File: src/hdl/deq_pkg.sv
package deq_pkg;

  localparam int DEPTH_DEFAULT = 16;
  localparam int DATA_W        = 8;
  localparam int OP_W          = 3;
  localparam int STATUS_W      = 2;
  localparam int COUNT_W       = 5;

  typedef enum logic [OP_W-1:0] {
    OP_PUSH_FRONT = 3'd0,
    OP_PUSH_REAR  = 3'd1,
    OP_POP_FRONT  = 3'd2,
    OP_POP_REAR   = 3'd3,
    OP_PEEK_FRONT = 3'd4,
    OP_PEEK_REAR  = 3'd5
  } op_t;

  typedef enum logic [STATUS_W-1:0] {
    ST_OK    = 2'd0,
    ST_EMPTY = 2'd1,
    ST_FULL  = 2'd2
  } status_t;

  typedef struct packed {
    logic                 rd_en;
    status_t              status;
    logic [COUNT_W-1:0]   count;
    logic                 is_empty;
  } rsp_info_t;

endpackage

File: src/hdl/deq_ram.sv
module deq_ram #(
  parameter int WIDTH = 8,
  parameter int DEPTH = 16
) (
  input  logic                     clk,
  input  logic                     en,
  input  logic                     we,
  input  logic [$clog2(DEPTH)-1:0] addr,
  input  logic [WIDTH-1:0]         wdata,
  output logic [WIDTH-1:0]         rdata
);

  logic [WIDTH-1:0] mem [DEPTH];

  always_ff @(posedge clk) begin
    if (en) begin
      if (we) begin
        mem[addr] <= wdata;
      end else begin
        rdata <= mem[addr];
      end
    end
  end

endmodule

File: src/hdl/deq_ctrl.sv
module deq_ctrl
  import deq_pkg::*;
#(
  parameter int DEPTH = DEPTH_DEFAULT
) (
  input  logic                     clk,
  input  logic                     rst,
  input  logic                     accept,
  input  logic [OP_W-1:0]          op,
  input  logic [DATA_W-1:0]        push_value,
  output logic                     mem_en,
  output logic                     mem_we,
  output logic [$clog2(DEPTH)-1:0] mem_addr,
  output logic [DATA_W-1:0]        mem_wdata,
  output rsp_info_t                info
);

  localparam int IDX_W = $clog2(DEPTH);
  localparam int CNT_W = $clog2(DEPTH + 1);
  localparam logic [IDX_W-1:0] LAST = IDX_W'(DEPTH - 1);
  localparam logic [CNT_W-1:0] FULL_CNT = CNT_W'(DEPTH);

  logic [IDX_W-1:0] front, front_next;
  logic [IDX_W-1:0] rear, rear_next;
  logic [CNT_W-1:0] cnt, cnt_next;
  logic [IDX_W-1:0] front_inc, front_dec, rear_inc, rear_dec;
  logic             full, empty, we, re;
  status_t          status;

  assign front_inc = (front == LAST) ? '0 : front + IDX_W'(1);
  assign front_dec = (front == '0) ? LAST : front - IDX_W'(1);
  assign rear_inc  = (rear == LAST) ? '0 : rear + IDX_W'(1);
  assign rear_dec  = (rear == '0) ? LAST : rear - IDX_W'(1);
  assign full      = (cnt == FULL_CNT);
  assign empty     = (cnt == '0);

  always_comb begin
    front_next = front;
    rear_next  = rear;
    cnt_next   = cnt;
    we         = 1'b0;
    re         = 1'b0;
    mem_addr   = front;
    status     = ST_OK;
    unique case (op)
      OP_PUSH_FRONT: begin
        mem_addr = front_dec;
        if (full) begin
          status = ST_FULL;
        end else begin
          we         = 1'b1;
          front_next = front_dec;
          cnt_next   = cnt + CNT_W'(1);
        end
      end
      OP_PUSH_REAR: begin
        mem_addr = rear;
        if (full) begin
          status = ST_FULL;
        end else begin
          we        = 1'b1;
          rear_next = rear_inc;
          cnt_next  = cnt + CNT_W'(1);
        end
      end
      OP_POP_FRONT: begin
        mem_addr = front;
        if (empty) begin
          status = ST_EMPTY;
        end else begin
          re         = 1'b1;
          front_next = front_inc;
          cnt_next   = cnt - CNT_W'(1);
        end
      end
      OP_POP_REAR: begin
        mem_addr = rear_dec;
        if (empty) begin
          status = ST_EMPTY;
        end else begin
          re        = 1'b1;
          rear_next = rear_dec;
          cnt_next  = cnt - CNT_W'(1);
        end
      end
      OP_PEEK_FRONT: begin
        mem_addr = front;
        if (empty) begin
          status = ST_EMPTY;
        end else begin
          re = 1'b1;
        end
      end
      OP_PEEK_REAR: begin
        mem_addr = rear_dec;
        if (empty) begin
          status = ST_EMPTY;
        end else begin
          re = 1'b1;
        end
      end
      default: begin
        status = ST_OK;
      end
    endcase
  end

  assign mem_en        = accept & (we | re);
  assign mem_we        = accept & we;
  assign mem_wdata     = push_value;
  assign info.rd_en    = re;
  assign info.status   = status;
  assign info.count    = COUNT_W'(cnt_next);
  assign info.is_empty = (cnt_next == '0);

  always_ff @(posedge clk) begin
    if (rst) begin
      front <= '0;
      rear  <= '0;
      cnt   <= '0;
    end else if (accept) begin
      front <= front_next;
      rear  <= rear_next;
      cnt   <= cnt_next;
    end
  end

`ifndef NO_ASSERTIONS
  a_cnt_range: assert property (@(posedge clk) disable iff (rst) cnt <= FULL_CNT)
    else $error("entry count exceeds depth");
  a_ptr_gap: assert property (@(posedge clk) disable iff (rst)
      (cnt == '0 || cnt == FULL_CNT) |-> front == rear)
    else $error("pointers disagree with count at empty or full");
`endif

endmodule

File: src/hdl/double_ended_queue_core.sv
// Double-ended queue of 8-bit words in a ring buffer of DEPTH entries held in
// one single-port synchronous RAM. Each request transaction pushes or pops at
// either end, or peeks at either end, and returns exactly one result
// transaction with status (ok, empty, full), the word read, the entry count
// after the request and an empty flag. Pointers and count update at request
// acceptance; the RAM read is registered, and no new request is accepted while
// an accepted one is still in the read stage. While a finished result waits in
// the output register under stall, requests are held off; the next request is
// accepted no earlier than the edge at which that result is taken. A push to a
// full queue is refused with status full; a pop or peek on an empty queue
// returns status empty and zero. Other op codes change nothing and return
// status ok and zero.
module double_ended_queue_core
  import deq_pkg::*;
#(
  parameter int DEPTH = DEPTH_DEFAULT
) (
  input  logic                clk,
  input  logic                rst,
  input  logic                req_valid,
  output logic                req_stall,
  input  logic [OP_W-1:0]     op,
  input  logic [DATA_W-1:0]   push_value,
  output logic                rsp_valid,
  input  logic                rsp_stall,
  output logic [STATUS_W-1:0] status,
  output logic [DATA_W-1:0]   read_value,
  output logic [COUNT_W-1:0]  element_count,
  output logic                is_empty
);

  localparam int IDX_W = $clog2(DEPTH);

  logic                accept;
  logic                mem_en, mem_we;
  logic [IDX_W-1:0]    mem_addr;
  logic [DATA_W-1:0]   mem_wdata, mem_rdata;
  rsp_info_t           info;
  logic                s1_valid;
  rsp_info_t           s1_info;

  assign req_stall = s1_valid | (rsp_valid & rsp_stall);
  assign accept    = req_valid & ~req_stall;

  deq_ctrl #(
    .DEPTH(DEPTH)
  ) u_ctrl (
    .clk       (clk),
    .rst       (rst),
    .accept    (accept),
    .op        (op),
    .push_value(push_value),
    .mem_en    (mem_en),
    .mem_we    (mem_we),
    .mem_addr  (mem_addr),
    .mem_wdata (mem_wdata),
    .info      (info)
  );

  deq_ram #(
    .WIDTH(DATA_W),
    .DEPTH(DEPTH)
  ) u_ram (
    .clk  (clk),
    .en   (mem_en),
    .we   (mem_we),
    .addr (mem_addr),
    .wdata(mem_wdata),
    .rdata(mem_rdata)
  );

  always_ff @(posedge clk) begin
    if (rst) begin
      s1_valid <= 1'b0;
    end else begin
      s1_valid <= accept;
    end
  end

  always_ff @(posedge clk) begin
    if (accept) begin
      s1_info <= info;
    end
  end

  always_ff @(posedge clk) begin
    if (rst) begin
      rsp_valid <= 1'b0;
    end else if (s1_valid) begin
      rsp_valid <= 1'b1;
    end else if (!rsp_stall) begin
      rsp_valid <= 1'b0;
    end
  end

  always_ff @(posedge clk) begin
    if (s1_valid) begin
      status        <= s1_info.status;
      read_value    <= s1_info.rd_en ? mem_rdata : '0;
      element_count <= s1_info.count;
      is_empty      <= s1_info.is_empty;
    end
  end

`ifndef NO_ASSERTIONS
  a_slot_free: assert property (@(posedge clk) disable iff (rst) s1_valid |-> !rsp_valid)
    else $error("result register occupied when read data arrives");
  a_accept_adv: assert property (@(posedge clk) disable iff (rst) accept |=> s1_valid)
    else $error("accepted transaction lost before read stage");
  a_full_cnt: assert property (@(posedge clk) disable iff (rst)
      (rsp_valid && status == ST_FULL) |-> element_count == COUNT_W'(DEPTH))
    else $error("full status with queue not full");
  a_empty_flag: assert property (@(posedge clk) disable iff (rst)
      (rsp_valid && status == ST_EMPTY) |-> (is_empty && read_value == '0))
    else $error("empty status with data or entries");
`endif

endmodule
File: config.mk
export PLATFORM = sky130hd
export DESIGN_NAME = double_ended_queue_core
export DESIGN_NICKNAME = d
export VERILOG_FILES = /design/src/hdl/deq_pkg.sv /design/src/hdl/deq_ram.sv /design/src/hdl/deq_ctrl.sv /design/src/hdl/double_ended_queue_core.sv
export SDC_FILE = /design/constraint.sdc
export NUM_CORES = 1
export LEC_CHECK = 0
export ABC_CLOCK_PERIOD_IN_PS = 3400
export BUFFER_PORTS_ARGS = -buffer_cell sky130_fd_sc_hd__buf_2
export CAP_MARGIN = 20
export CORE_MARGIN = 5
export CORE_UTILIZATION = 55
export DETAILED_ROUTE_END_ITERATION = 12
export PLACE_DENSITY_LB_ADDON = 0.3
export SYNTH_ARGS = -nofsm -noshare
export SYNTH_HDL_FRONTEND = slang
export SYNTH_SLANG_ARGS = --single-unit
export TNS_END_PERCENT = 50
File: constraint.sdc
create_clock -name clk -period 3.4 [get_ports clk]
set_clock_uncertainty 0.2 [all_clocks]
set_input_delay 1.02 -clock clk [delete_from_list [all_inputs] [get_ports clk]]
set_output_delay 1.02 -clock clk [all_outputs]
set_load 0.01 [all_outputs]
==> results.txt <==
The run finished with clean final reports. The via count normalized by instance count is 5.932. The layout-stage area growth over the synthesis result came out at 15.61%. The number of nets produced by synthesis came out at 536. The count of nets left with antenna violations once routing finished came out at 0.

The level count of the clock H-tree is 4. Counting tap cells, the placed design contains a total of 733 instances. The number of buffers created by CTS came out at 17. The dominant delay contributor by cell family on the critical path is compound AO/OA/AOI/OAI gates.

The first-pass iteration count of the detailed router is 5. The total routing usage reported by global routing is 0.1921. The TritonCTS clock tree is done. The initial utilization of the core area, before any placement, comes to 0.5628. The relative slew slack came out at 0.5620. Among all stages on the critical path, the largest delay is contributed by dfxtp_1. After synthesis, the most frequently instantiated cells are edfxtp_1, mux2i_1, nor2_1. The aggregate negative setup slack came out at 0 ns. The routed design could run at a clock period as short as 3.266 ns. STA classifies the critical path startpoint as a flip-flop. The insertion delay to the later sink of the worst-skew pair came out at 0.43 ns. The total global routing overflow is 0. The number of buffers and inverters on the critical path came out at 2. The clock-pin slew on the worst setup and hold paths is 0.07 ns. The number of cells on the worst reg-to-reg path is 10. The startpoint identified for the worst register-to-register timing path is u_ctrl.rear[0]$_SDFFE_PP0P_.

The number of enable flip-flop cells after synthesis is 161. The placer's final routability congestion estimate is 0.8481. The initial antenna violation count is 0. The static leakage is 2.999 nW. Of all cell types, the one taking the most synthesized area is edfxtp_1.

The multi-input combinational cells in the finished layout cover a total of 0.002135 sq mm. Along the worst path, the maximum fanout reaches 25. By area the synthesized netlist is led by edfxtp_1, mux2i_1, dfxtp_1. The largest incremental delay on the critical path is 0.40 ns. The smallest setup slack after layout came out at 0.1336 ns. The number of standard cells in the layout, taps in and fillers out came out at 764. The dominant combinational cell family by area after synthesis is multiplexers. The wire length per cell is 19.49 um.

Synthesis inferred 176 register bits. The gate count of the mapped netlist is 515. The wire length of the first global-routing pass came out at 23.57 mm. The fill cell total of the finished layout is 947.

The number of antenna repair diodes is 0. The critical path is of the flip-flop to flip-flop type. The pin count of the biggest net entering global routing came out at 45. The count of input and output buffers came out at 32. The die covers 0.01598 sq mm.

The number of pins exceeding their max-slew limit in the final report is 0. The mapped cell area is 0.007453 sq mm. The post-detailed-routing wire length is 14.89 mm. The origin of the worst min-delay path is s1_info[4]$_DFFE_PP_. The portion of synthesized cell area occupied by the leading cell type came out at 0.6486.

The share of the Yosys chip area taken by registers is 0.6889. The final route contains 4532 vias. The simple logic cell fraction of the synthesized area is 0.07772.

The slew at the pin closest to its max-slew limit came out at 0.6519 ns. For the worst setup path, the data arrival time is 3.24 ns. The multiplexer share of the synthesized area came out at 0.09132. The final hold violation count is 0. In the finished design, the share of the clock period the worst path needs comes to 0.9607. For this design the top-level I/O count stands at 33. The detailed-placement wirelength estimate is 10.06 mm.

The number of setup violations in the final report is 0. The upper clock frequency limit is 0.3061 GHz. The maximum ir drop on the vdd rail came out at 0.0004288 V.

Hold repair after CTS inserted 0 buffers. The floorplan step set the die width to 126.4 um. After synthesis, the share of flip-flops with an asynchronous set or reset is 0. STA classifies the critical path endpoint as a flip-flop.

The clock net in this run drives a total of 176 sinks. The reg2reg setup slack is 0.13 ns. The critical path goes through inv_1, ha_2, or3b_1, a31oi_2, o221a_4, buf_12, mux2i_1, mux2_2, o22ai_1, a221o_1.

The max-capacitance violation count is 0. During synthesis, Yosys emitted a total of 0 warnings. Setup repair after global routing left no endpoint under its margin. The starting DRC count in detailed routing came out at 409. The via count of the first global-routing pass came out at 4398.

Of the total synthesized cell area, the portion taken by XOR and XNOR cells is 0.01175. The ratio of cells with drive above 1 in the final layout came out at 0.2058. The synthesized area per cell is 14.47 sq um. The number of remaining DRC errors is 0. The worst hold path terminates at element_count[3]$_DFFE_PP_. The post-synthesis share of cell area spent on full adders, half adders and majority gates came out at 0.01007.

The leading register cell type out of synthesis is edfxtp_1. The vertical die dimension came out at 126.4 um. The total power of the final layout is 4.935 mW. The pre-CTS setup slack came out at -0.1234 ns.

The endpoint identified for the worst register-to-register timing path is u_ram.rdata[0]$_DFFE_PP_. Data on the critical path is required at its endpoint by 3.38 ns. The number of rows in the core area is 42. The placeable core area is 0.01324 sq mm.

The number of different library cells in the post-synthesis netlist came out at 51. The library cell used as clock root buffer is clkbuf_16. The sequential cells in the finished layout cover a total of 0.005135 sq mm.

The number of nets in the layout came out at 597. The hold-critical path depth is 0. The worst hold path belongs to the class flip-flop to flip-flop.

edfxtp_1 is the most common cell in the netlist. The utilization after layout is 0.6507. The post-synthesis compound-gate area fraction is 0.09082. The deepest clock path buffer count came out at 2. In this run the power density over the cells is 572.7 mW/mm^2.
-- layer usage --
metal | up-vias | track usage | share of wire | routed length (um)
li1 | 2101 | - | - | -
met1 | 2237 | 0.2646 | 0.44 | 6618
met2 | 175 | 0.3042 | 0.47 | 7069
met3 | 19 | 0.04708 | 0.066 | 987
met4 | 0 | 0.06057 | 0.014 | 212
met5 | - | 0 | 0 | 0
-- layout make-up --
class                      count  share of cell area
clock buffer                  19             0.05024
clock inverter                12             0.01830
inverter                      15            0.006534
multi-input combinational    299              0.2477
sequential                   176              0.5959
tap                          176             0.02556
timing repair buffer          67             0.05576
-- worst register-to-register path, cell delays in order, from the launching register on --
cell and delay (ns):
dfxtp_1 0.40, inv_1 0.14, ha_2 0.24, or3b_1 0.40, a31oi_2 0.23, o221a_4 0.28
buf_12 0.20, mux2i_1 0.31, mux2_2 0.23, o22ai_1 0.10, a221o_1 0.29
-- how the worst max path moves through the flow --
stage	end	from	slack, ns	cells past startpoint
after global routing	u_ram.rdata[3]$_DFFE_PP_	u_ctrl.rear[0]$_SDFFE_PP0P_	0.02	10
final	u_ram.rdata[0]$_DFFE_PP_	u_ctrl.rear[0]$_SDFFE_PP0P_	0.13	10
after floorplan	u_ram.mem[13][0]$_DFFE_PP_	op[1]	0.02	8
after CTS	u_ram.rdata[0]$_DFFE_PP_	u_ctrl.rear[0]$_SDFFE_PP0P_	0.09	10
after global placement	u_ram.rdata[0]$_DFFE_PP_	op[1]	-0.09	9
after detailed placement	u_ram.rdata[0]$_DFFE_PP_	op[1]	-0.12	9
-- placed cells by master, fill, tap and decap left out, types with 2 or more instances in the layout --
cell        Yosys  routed
buf_4           1      31
ha_1            6       5
and2_1          8       8
inv_2           4       4
dfxtp_1        15      15
o211ai_1        3       3
nor2b_1        18      18
nand2_1        13      13
mux2_2         16      16
clkbuf_16       0      17
nand2b_1        5       5
a211oi_1       20      20
a21oi_1        31      31
bufinv_16       0       3
nand3_1         5       5
nor3_1         11      11
a22oi_1         2       2
clkinvlp_4      0       4
a221o_1         8       8
edfxtp_1      161     161
xor2_1          3       3
buf_2          12      32
o221ai_1        4       3
xnor2_1         7       7
a31oi_1         4       3
mux2i_1        50      50
buf_12          1       3
o22ai_1         9       9
or3_1           3       3
nand4_1         4       4
clkbuf_1        6       2
nand4b_1        2       2
nor2_1         39      39
o21ai_0         8       8
o21ai_1         5       5
inv_6           0       2
inv_1          11      11
-- logic make-up (layout without fill, tap and decap cells) --
kind of cell               Yosys count  after routing
AOI/OAI and AO/OA                  102            102
xor gates and xnor gates            10             10
adders and majority gates            6              6
buffers and inverters               40            113
DFF                                176            176
muxes                               66             66
and+or+nand+nor                    115            115
-- flip-flops by register name, indices dropped and copies added, names as in the netlist, 2 cells and up --
signal,count
u_ctrl.rear,4
u_ctrl.front,4
u_ctrl.cnt,5
u_ram.mem,128
element_count,5
status,2
read_value,8
u_ram.rdata,8
s1_info,9
-- what timing repair did --
action | 4_1_cts | 5_1_grt
setup endpoints to repair | 0 | 14
resized for setup | 0 | 3
buffers inserted | 0 | 0
-- report_power, final --
group          switching [mW]  internal, mW  total, mW
clock network           0.784          1.15       1.94
logic                   0.313         0.226      0.539
registers              0.0315          2.43       2.46
total                    1.13          3.81       4.94
-- metrics by stage --
step / area (sq um) / hold WS (ns)
after CTS: 8601 / 0.2250
after detailed placement: 8010 / 0.2075
after floorplan: 7453 / 0.2003
after global placement: 8010 / 0.2036
final: 8617 / 0.2244
after global routing: 8617 / 0.2393
No activity file was read; power rests on OpenSTA's default activity.
